<file path="config.mk">
export PLATFORM = sky130hd
export DESIGN_NAME = pubsub_publish_framer_flat
export DESIGN_NICKNAME = d
export VERILOG_FILES = /design/src/design/pbf_pkg.sv /design/src/design/pbf_req_if.sv /design/src/design/pbf_res_if.sv /design/src/design/pbf_cfg_if.sv /design/src/design/pbf_frame_build.sv /design/src/design/pbf_frame_emit.sv /design/src/design/pubsub_publish_framer.sv /design/src/flat_wrapper.sv
export VERILOG_INCLUDE_DIRS = /design/src /design/src/design
export SDC_FILE = /design/constraint.sdc
export NUM_CORES = 1
export LEC_CHECK = 0
export BUFFER_PORTS_ARGS = -buffer_cell sky130_fd_sc_hd__buf_2
export CAP_MARGIN = 20
export CORE_MARGIN = 1.5
export CORE_UTILIZATION = 25
export CTS_BUF_LIST = sky130_fd_sc_hd__clkbuf_4
export DETAILED_ROUTE_END_ITERATION = 16
export GPL_ROUTABILITY_DRIVEN = 0
export PLACE_DENSITY = 0.42
export SLEW_MARGIN = 20
export SYNTH_ARGS = -nofsm -noshare
export SYNTH_HDL_FRONTEND = slang
export SYNTH_SLANG_ARGS = --single-unit
export TNS_END_PERCENT = 5
</file>
<file path="constraint.sdc">
create_clock -name clk -period 8.12 [get_ports clk]
set_input_delay 1.218 -clock clk [delete_from_list [all_inputs] [get_ports clk]]
set_output_delay 1.218 -clock clk [all_outputs]
set_load 0.02 [all_outputs]
</file>
<file path="src/design/assert_macros.svh">
// Assertion helpers shared by the framer modules.
`ifndef ASSERT_MACROS_SVH
`define ASSERT_MACROS_SVH

// Plain property check, held off while in reset.
`define PBF_ASSERT(lbl, clk, rstn, prop, msg) \
	lbl: assert property (@(posedge clk) disable iff (!rstn) prop) else $error(msg);

// Same-cycle implication.
`define PBF_ASSERT_IMP(lbl, clk, rstn, ante, cons, msg) \
	lbl: assert property (@(posedge clk) disable iff (!rstn) (ante) |-> (cons)) \
		else $error(msg);

// Next-cycle implication.
`define PBF_ASSERT_NXT(lbl, clk, rstn, ante, cons, msg) \
	lbl: assert property (@(posedge clk) disable iff (!rstn) (ante) |=> (cons)) \
		else $error(msg);

`endif

</file>
<file path="src/design/pbf_pkg.sv">
package pbf_pkg;

	localparam int FRAME_MAX = 9;
	localparam int IDX_W = $clog2(FRAME_MAX);
	localparam int LEN_W = 18;

	localparam logic [7:0] PUBLISH_TYPE = 8'd12;
	localparam logic [7:0] WIDE_MARK = 8'h01;
	localparam logic [LEN_W-1:0] BODY_BASE = 18'd6;
	localparam logic [LEN_W-1:0] WIDE_THRESH = 18'd255;
	localparam logic [LEN_W-1:0] WIDE_EXTRA = 18'd3;
	localparam logic [LEN_W-1:0] NARROW_EXTRA = 18'd1;
	localparam logic [15:0] LIMIT_RESET = 16'd512;
	localparam logic [IDX_W-1:0] LAST_WIDE = IDX_W'(FRAME_MAX - 1);
	localparam logic [IDX_W-1:0] LAST_NARROW = IDX_W'(FRAME_MAX - 3);

	localparam logic [1:0] KIND_NORMAL = 2'd0;
	localparam logic [1:0] QOS_NOCONN = 2'd3;

	typedef enum logic {
		REQ_START = 1'b0,
		REQ_BODY  = 1'b1
	} req_kind_t;

	typedef enum logic [1:0] {
		ST_OK    = 2'd0,
		ST_SHORT = 2'd1,
		ST_STRAY = 2'd2
	} status_t;

	typedef struct packed {
		logic        req_type;
		logic        dup_flag;
		logic [1:0]  qos_level;
		logic        retain_flag;
		logic [1:0]  topic_kind;
		logic [15:0] topic_word;
		logic [15:0] message_id;
		logic [15:0] name_length;
		logic [15:0] payload_length;
		logic [7:0]  data_byte;
	} req_item_t;

	// One request's worth of output: bytes[0] goes out first.
	typedef struct packed {
		logic [FRAME_MAX-1:0][7:0] bytes;
		logic [IDX_W-1:0]          last_idx;
		logic                      byte_valid;
		status_t                   status;
		logic                      packet_end;
	} frame_t;

endpackage

</file>
<file path="src/design/pbf_req_if.sv">
interface pbf_req_if;
	logic        valid;
	logic        ready;
	logic        req_type;
	logic        dup_flag;
	logic [1:0]  qos_level;
	logic        retain_flag;
	logic [1:0]  topic_kind;
	logic [15:0] topic_word;
	logic [15:0] message_id;
	logic [15:0] name_length;
	logic [15:0] payload_length;
	logic [7:0]  data_byte;

	modport source (
		output valid, req_type, dup_flag, qos_level, retain_flag, topic_kind,
		       topic_word, message_id, name_length, payload_length, data_byte,
		input  ready
	);
	modport sink (
		input  valid, req_type, dup_flag, qos_level, retain_flag, topic_kind,
		       topic_word, message_id, name_length, payload_length, data_byte,
		output ready
	);
endinterface

</file>
<file path="src/design/pbf_res_if.sv">
interface pbf_res_if;
	logic       valid;
	logic       ready;
	logic [7:0] out_byte;
	logic       byte_valid;
	logic [1:0] status;
	logic       run_last;
	logic       packet_end;

	modport source (
		output valid, out_byte, byte_valid, status, run_last, packet_end,
		input  ready
	);
	modport sink (
		input  valid, out_byte, byte_valid, status, run_last, packet_end,
		output ready
	);
endinterface

</file>
<file path="src/design/pbf_cfg_if.sv">
interface pbf_cfg_if;
	logic        valid;
	logic        ready;
	logic [15:0] data;

	modport source (output valid, data, input ready);
	modport sink (input valid, data, output ready);
endinterface

</file>
<file path="src/design/pbf_frame_build.sv">
`include "assert_macros.svh"

module pbf_frame_build import pbf_pkg::*; (
	input  logic      clk,
	input  logic      arst_n,
	input  req_item_t item,
	input  logic      fire,
	input  logic      cfg_we,
	input  logic [15:0] cfg_data,
	output frame_t    frame
);

	logic        open_q;
	logic [15:0] name_left_q;
	logic [15:0] pay_left_q;
	logic [15:0] limit_q;

	logic             long_name;
	logic [LEN_W-1:0] body;
	logic [LEN_W-1:0] total;
	logic             wide;
	logic             too_short;
	logic             empty;
	logic [15:0]      name_init;
	logic [15:0]      topic_sel;
	logic [7:0]       flags;
	logic [15:0]      name_dec;
	logic [15:0]      pay_dec;
	logic             done;
	logic [5:0][7:0]  tail;

	always_comb begin
		long_name = (item.topic_kind == KIND_NORMAL) && (item.qos_level == QOS_NOCONN);
		name_init = long_name ? item.name_length : 16'd0;
		body = BODY_BASE + {2'b00, item.payload_length} + {2'b00, name_init};
		wide = (body >= WIDE_THRESH);
		total = body + (wide ? WIDE_EXTRA : NARROW_EXTRA);
		too_short = (total > {2'b00, limit_q});
		empty = (name_init == 16'd0) && (item.payload_length == 16'd0);
		topic_sel = long_name ? item.name_length : item.topic_word;
		flags = {item.dup_flag, item.qos_level, item.retain_flag, 2'b00, item.topic_kind};

		// name bytes drain first, then payload
		name_dec = name_left_q;
		pay_dec = pay_left_q;
		if (name_left_q != 16'd0) begin
			name_dec = name_left_q - 16'd1;
		end else if (pay_left_q != 16'd0) begin
			pay_dec = pay_left_q - 16'd1;
		end
		done = (name_dec == 16'd0) && (pay_dec == 16'd0);

		tail = {item.message_id[7:0], item.message_id[15:8], topic_sel[7:0],
			topic_sel[15:8], flags, PUBLISH_TYPE};
	end

	always_comb begin
		frame = '0;
		frame.status = ST_OK;
		if (item.req_type == REQ_BODY) begin
			if (!open_q) begin
				frame.status = ST_STRAY;
			end else begin
				frame.bytes[0] = item.data_byte;
				frame.byte_valid = 1'b1;
				frame.packet_end = done;
			end
		end else if (too_short) begin
			frame.status = ST_SHORT;
		end else begin
			frame.byte_valid = 1'b1;
			frame.packet_end = empty;
			if (wide) begin
				frame.bytes = {tail, total[7:0], total[15:8], WIDE_MARK};
				frame.last_idx = LAST_WIDE;
			end else begin
				frame.bytes = {16'h0000, tail, total[7:0]};
				frame.last_idx = LAST_NARROW;
			end
		end
	end

	always_ff @(posedge clk or negedge arst_n) begin
		if (!arst_n) begin
			open_q <= 1'b0;
			name_left_q <= '0;
			pay_left_q <= '0;
			limit_q <= LIMIT_RESET;
		end else begin
			if (cfg_we) begin
				limit_q <= cfg_data;
			end
			if (fire) begin
				if (item.req_type == REQ_BODY) begin
					if (open_q) begin
						name_left_q <= name_dec;
						pay_left_q <= pay_dec;
						open_q <= !done;
					end
				end else if (too_short) begin
					open_q <= 1'b0;
					name_left_q <= '0;
					pay_left_q <= '0;
				end else begin
					open_q <= !empty;
					name_left_q <= name_init;
					pay_left_q <= item.payload_length;
				end
			end
		end
	end

	`PBF_ASSERT(open_tracks_counts, clk, arst_n, open_q == ((name_left_q != 16'd0) || (pay_left_q != 16'd0)), "open flag disagrees with byte counts")

endmodule

</file>
<file path="src/design/pbf_frame_emit.sv">
`include "assert_macros.svh"

module pbf_frame_emit import pbf_pkg::*; (
	input  logic  clk,
	input  logic  arst_n,
	input  logic  in_valid,
	output logic  in_ready,
	input  frame_t frame,
	pbf_res_if.source res
);

	logic   main_v_q;
	logic   skid_v_q;
	frame_t main_q;
	frame_t skid_q;

	logic fire;
	logic take;
	logic fin;
	logic load_new;

	always_comb begin
		in_ready = !skid_v_q;
		fire = in_valid && in_ready;
		take = main_v_q && res.ready;
		fin = take && (main_q.last_idx == '0);
		load_new = fire && (!main_v_q || fin);
	end

	assign res.valid = main_v_q;
	assign res.out_byte = main_q.bytes[0];
	assign res.byte_valid = main_q.byte_valid;
	assign res.status = main_q.status;
	assign res.run_last = (main_q.last_idx == '0);
	assign res.packet_end = main_q.packet_end && (main_q.last_idx == '0);

	always_ff @(posedge clk or negedge arst_n) begin
		if (!arst_n) begin
			main_v_q <= 1'b0;
			skid_v_q <= 1'b0;
		end else begin
			if (load_new) begin
				main_v_q <= 1'b1;
			end else if (fin) begin
				main_v_q <= skid_v_q;
			end
			if (fire && !load_new) begin
				skid_v_q <= 1'b1;
			end else if (fin) begin
				skid_v_q <= 1'b0;
			end
		end
	end

	always_ff @(posedge clk) begin
		if (load_new) begin
			main_q <= frame;
		end else if (fin) begin
			main_q <= skid_q;
		end else if (take) begin
			// next header byte moves to the front
			main_q.bytes <= main_q.bytes >> 8;
			main_q.last_idx <= main_q.last_idx - IDX_W'(1);
		end
		if (fire && !load_new) begin
			skid_q <= frame;
		end
	end

	`PBF_ASSERT_IMP(skid_needs_main, clk, arst_n, skid_v_q, main_v_q, "skid holds a request while output is empty")
	`PBF_ASSERT_NXT(skid_drains, clk, arst_n, fin && skid_v_q, main_v_q && !skid_v_q, "skid not moved to output")
	`PBF_ASSERT_IMP(idx_in_range, clk, arst_n, main_v_q, main_q.last_idx <= LAST_WIDE, "byte index out of range")

endmodule

</file>
<file path="src/design/pubsub_publish_framer.sv">
// Publish packet framer.
// A request's frame is registered into the output register, or into the skid while the output is busy.
// Throughput: one request per cycle while the skid is empty; a framed start request
// sends 7 or 9 header bytes (one per cycle on res.ready), any other (refused too) one byte.
// A two-entry output buffer (output register plus skid) sets the request acceptance.
// Reset (arst_n low, asynchronous): no open packet, counts zero, buffer limit 512.
module pubsub_publish_framer import pbf_pkg::*; (
	input  logic clk,
	input  logic arst_n,
	pbf_req_if.sink   req,
	pbf_res_if.source res,
	pbf_cfg_if.sink   cfg
);

	req_item_t item;
	frame_t    frame;
	logic      in_ready;
	logic      fire;

	always_comb begin
		item.req_type = req.req_type;
		item.dup_flag = req.dup_flag;
		item.qos_level = req.qos_level;
		item.retain_flag = req.retain_flag;
		item.topic_kind = req.topic_kind;
		item.topic_word = req.topic_word;
		item.message_id = req.message_id;
		item.name_length = req.name_length;
		item.payload_length = req.payload_length;
		item.data_byte = req.data_byte;
	end

	assign req.ready = in_ready;
	assign fire = req.valid && in_ready;
	assign cfg.ready = 1'b1;

	pbf_frame_build u_build (
		.clk      (clk),
		.arst_n   (arst_n),
		.item     (item),
		.fire     (fire),
		.cfg_we   (cfg.valid),
		.cfg_data (cfg.data),
		.frame    (frame)
	);

	pbf_frame_emit u_emit (
		.clk      (clk),
		.arst_n   (arst_n),
		.in_valid (req.valid),
		.in_ready (in_ready),
		.frame    (frame),
		.res      (res)
	);

endmodule

</file>
<file path="src/flat_wrapper.sv">
// flat-port wrapper written by rule: the top's interface ports become plain ports
module pubsub_publish_framer_flat import pbf_pkg::*;
  (clk, arst_n, req_valid, req_req_type, req_dup_flag, req_qos_level, req_retain_flag, req_topic_kind, req_topic_word, req_message_id, req_name_length, req_payload_length, req_data_byte, req_ready, res_valid, res_out_byte, res_byte_valid, res_status, res_run_last, res_packet_end, res_ready, cfg_valid, cfg_data, cfg_ready);
  pbf_req_if req_i ();
  pbf_res_if res_i ();
  pbf_cfg_if cfg_i ();
  input  logic clk;
  input  logic arst_n;
  input wire logic [$bits(req_i.valid)-1:0] req_valid;
  input wire logic [$bits(req_i.req_type)-1:0] req_req_type;
  input wire logic [$bits(req_i.dup_flag)-1:0] req_dup_flag;
  input wire logic [$bits(req_i.qos_level)-1:0] req_qos_level;
  input wire logic [$bits(req_i.retain_flag)-1:0] req_retain_flag;
  input wire logic [$bits(req_i.topic_kind)-1:0] req_topic_kind;
  input wire logic [$bits(req_i.topic_word)-1:0] req_topic_word;
  input wire logic [$bits(req_i.message_id)-1:0] req_message_id;
  input wire logic [$bits(req_i.name_length)-1:0] req_name_length;
  input wire logic [$bits(req_i.payload_length)-1:0] req_payload_length;
  input wire logic [$bits(req_i.data_byte)-1:0] req_data_byte;
  output wire logic [$bits(req_i.ready)-1:0] req_ready;
  output wire logic [$bits(res_i.valid)-1:0] res_valid;
  output wire logic [$bits(res_i.out_byte)-1:0] res_out_byte;
  output wire logic [$bits(res_i.byte_valid)-1:0] res_byte_valid;
  output wire logic [$bits(res_i.status)-1:0] res_status;
  output wire logic [$bits(res_i.run_last)-1:0] res_run_last;
  output wire logic [$bits(res_i.packet_end)-1:0] res_packet_end;
  input wire logic [$bits(res_i.ready)-1:0] res_ready;
  input wire logic [$bits(cfg_i.valid)-1:0] cfg_valid;
  input wire logic [$bits(cfg_i.data)-1:0] cfg_data;
  output wire logic [$bits(cfg_i.ready)-1:0] cfg_ready;
  assign req_i.valid = req_valid;
  assign req_i.req_type = req_req_type;
  assign req_i.dup_flag = req_dup_flag;
  assign req_i.qos_level = req_qos_level;
  assign req_i.retain_flag = req_retain_flag;
  assign req_i.topic_kind = req_topic_kind;
  assign req_i.topic_word = req_topic_word;
  assign req_i.message_id = req_message_id;
  assign req_i.name_length = req_name_length;
  assign req_i.payload_length = req_payload_length;
  assign req_i.data_byte = req_data_byte;
  assign req_ready = req_i.ready;
  assign res_valid = res_i.valid;
  assign res_out_byte = res_i.out_byte;
  assign res_byte_valid = res_i.byte_valid;
  assign res_status = res_i.status;
  assign res_run_last = res_i.run_last;
  assign res_packet_end = res_i.packet_end;
  assign res_i.ready = res_ready;
  assign cfg_i.valid = cfg_valid;
  assign cfg_i.data = cfg_data;
  assign cfg_ready = cfg_i.ready;
  pubsub_publish_framer u_core (.clk(clk), .arst_n(arst_n), .req(req_i), .res(res_i), .cfg(cfg_i));
endmodule
</file>
==> results.md <==
- Top-count cell post-synth: edfxtp_1
- # IOs: 116
- Global-route wire length before repair: 69.52 mm
- Utilization after layout: 31.22%
- Worst Skew: 38.29 ps
- Largest family of logic cells by synthesized area: simple AND/OR/NAND/NOR gates
- Post-Layout Cell Count: 2266
- DR iter-0 viols: slightly above 700
- Initial Util: roughly a quarter
- Max-cap violations: 0
- Synth Register Bits: 209
- Simple-Gate Fraction of Synth Area: around 17%
- Avg WL per Cell: 20.19 um
- Worst-Margin Slew: 1044 ps
- Setup CP Type: in -> reg
- Die boundary width: about 230 um
- Via density: 4.898
- Top cells by area, synth: edfxtp_1 (37%), dfrtp_1 (9.7%), mux2i_1 (6.3%)
- Overflow after GRT: 0
- Nets: 1689
- Switch Pwr: roughly 0.74 mW
- Sequential power share: 44.7%
- Post-CTS sizing: 0
- Max FO, Critical Path: 13
- Placed inst area: 0.01517 mm2
- R2R cell count: 11
- Clk sinks: roughly 210
- FILL cells: about 5400
- Power Dens Cells: approximately 160 mW/mm2
- Clock share of power: around two fifths
- Initial antenna violation count: 3
- CP max stage cell: o31ai_1
- First-pass DRT Iterations: 5
- Pwr Total: 2.594 mW
- IO Port Bufs: 114
- Rel. slew slack: 30.43%
- Synth Area in Adders: under 10%
- Largest net degree at the start of global routing: 86
- Die Ht: between 200 and 250 um
- Ratio of cells with drive above 1 in the final layout: around 26%
- Cell count after synthesis: 1295
- TritonCTS buffer count: 61
- Fin area: approximately 0.016 mm2
- Post-synth top cells: edfxtp_1 (158), nand2_1 (154), nor2_1 (98), mux2i_1 (81), o21ai_0 (69)
- Row cnt: 83
- H-tree levels: 2
- CP Launch Type: input pin
- CTS root buf: clkbuf_4
- WP data arrival: 8120 ps
- Vias in the first global route: between 10000 and 15000
- Cell taking the most area after synthesis: edfxtp_1
- Sequential share of the synthesized area: a little under half
- CTS hold repair buffers: 0
- Post-synthesis xor/xnor area fraction: 2.036%
- Finish-stage setup viols: 0
- CTS Buffer Depth: 3
- Pins Over Slew Limit: 0
- Syn nets: 1450
- Final wirelength: approximately 46 mm
- Final setup margin: 539.9 ps
- RSZ-0062 raised after global routing: false
- Final hold vios: 0
- Synth Area in Compound Gates: between 15 and 20%
- Switching part of the total: 28.56%
- Die Area: 0.05298 mm2
- Worst endpoint required time: 8660 ps
- Antenna-violating nets left: 0
- Share of flip-flops with an asynchronous set or reset: 24.40%
- Worst skew pair latency: 800 ps
- Hold crit path type: reg -> reg
- Area growth syn-to-layout: 23.88%
- CP most frequent cell: ha_1
- P_leak: 6.532 nW
- YS warnings: 0
- Gr usage total: between 10% and 20%
- Total number of vias: 11100
- Cells after DPL: 2151
- Pre-CTS WS: -420.0 ps
- CTS tree: built
- Post-synth EDFFs: roughly 160
- Fmax: 131.9 MHz
- FF-to-FF setup slack: 4280 ps
- Gate power share: 16.0%
- Post-DP HPWL: around 33 mm
- Area of the core: 0.05120 mm2
- DRC: 0
- Period utilization: 93.35%
- VDD IR max: 81.05 uV
- Power Internal: 1.853 mW
- Yosys top cell area share: between 30% and 40%
- Netlist cell types: 83
- Crit-path max cell delay: between 400 and 500 ps
- Post-CTS Setup Bufs: 0
- Hold path depth: 2
- Crit. End Element: register
- Syn Std Cell Area: approximately 0.013 mm2
- Fin crit period: 7580 ps
- Clock slew at reported path FFs: 70 ps
- Status: complete, no violations
- Multiplexer share of the synthesized area: 6.924%
- Top FF cell, synth: edfxtp_1
- Syn_area_per_cell: approximately 10 um2
## path summary, 6_finish.rpt
check,start,to
worst max-delay path,req_topic_kind[1],u_core.u_emit.res.out_byte[4]
worst min-delay path,u_core.u_emit.skid_q[1],u_core.u_emit.res.status[0]
worst max register to register,u_core.u_build.name_left_q[0],u_core.u_emit.main_q[0]
worst min register to register,u_core.u_emit.skid_q[1],u_core.u_emit.res.status[0]
max in group asynchronous,arst_n,u_core.u_build.pay_left_q[5]
min in group asynchronous,arst_n,u_core.u_build.limit_q[0]
## metrics by stage
step	TNS [ps]	hold WS, ps
after global placement	-10150	520.0
after global routing	0	547.3
after CTS	0	531.0
after detailed placement	-38520	513.0
final	0	532.5
after floorplan	0	477.6
## worst max-delay path, delay by kind of cell
family	cells	cell delay (ps)
multiplexers	1	200
adder cells (fa/ha/maj)	5	1430
buffers and inverters	8	860
AO/OA/AOI/OAI	7	1820
AND/OR/NAND/NOR	13	2340
XOR/XNOR	1	250
## cell families (layout without fill, tap and decap cells)
logic type / count (synthesis) / after routing
xor+xnor: 30 / 30
mux: 87 / 87
compound gates: 321 / 321
other cells: 1 / 5
fa+ha+maj: 55 / 55
buf+inv: 143 / 430
flops: 209 / 209
simple gates: 449 / 449
## power groups by stage
| stage | Clock [mW] | Sequential (mW) | Combinational (mW) |
|---|---|---|---|
| floorplan | 0 | 1.18 | 0.190 |
| global placement | 0 | 1.18 | 0.409 |
| detailed placement | 0 | 1.18 | 0.411 |
| CTS | 1.06 | 1.16 | 0.413 |
| global route | 1.12 | 1.16 | 0.453 |
| finish | 1.02 | 1.16 | 0.415 |
## cell type report
class	instances	area, um2	share of cell area, %
repair buffers	260	1754	10.97
multi-input cells	943	6347	39.71
clock inverters	17	72.57	0.4540
inverters	59	221.5	1.386
diodes	4	10.01	0.06262
well taps	680	850.8	5.323
flip-flops and latches	209	6022	37.68
clock buffers	94	705.7	4.415
## flip-flops by register name, summed over array words and instances, names as in the netlist, 2 cells and up
register / cells
u_core.u_emit.main_q: 69
u_core.u_build.limit_q: 16
u_core.u_emit.skid_q: 78
u_core.u_build.pay_left_q: 16
u_core.u_emit.res.out_byte: 8
u_core.u_build.name_left_q: 16
u_core.u_emit.res.status: 2
## per-layer routing
layer | track usage, % | up-vias | routed length (um)
li1 | - | 5343 | -
met1 | 23.77 | 5405 | 21490
met4 | 5.984 | 0 | 1331
met3 | 3.137 | 75 | 2111
met5 | 0 | - | 0
met2 | 27.15 | 275 | 20810
## layout by cell type, fill, tap and decap left out, drive strengths merged, types with 9 or more instances in the layout
cell type	netlist	layout
buf	31	260
edfxtp	158	158
nand2	156	156
nor2	98	98
clkbuf	53	94
mux2i	82	82
o21ai	73	73
a21oi	62	62
inv	59	61
ha	53	53
dfrtp	50	50
o22ai	35	35
nor3	32	32
and3	25	25
nand3	24	24
a21o	23	23
and2	19	19
nand4	18	18
o31ai	18	18
a31oi	17	17
nor4	16	16
xnor2	16	16
clkinv	0	15
xor2	14	14
o211ai	13	13
nor2b	10	10
a22o	9	9
a221oi	9	9
or3	9	9
No activity file was read; power rests on OpenSTA's default activity.
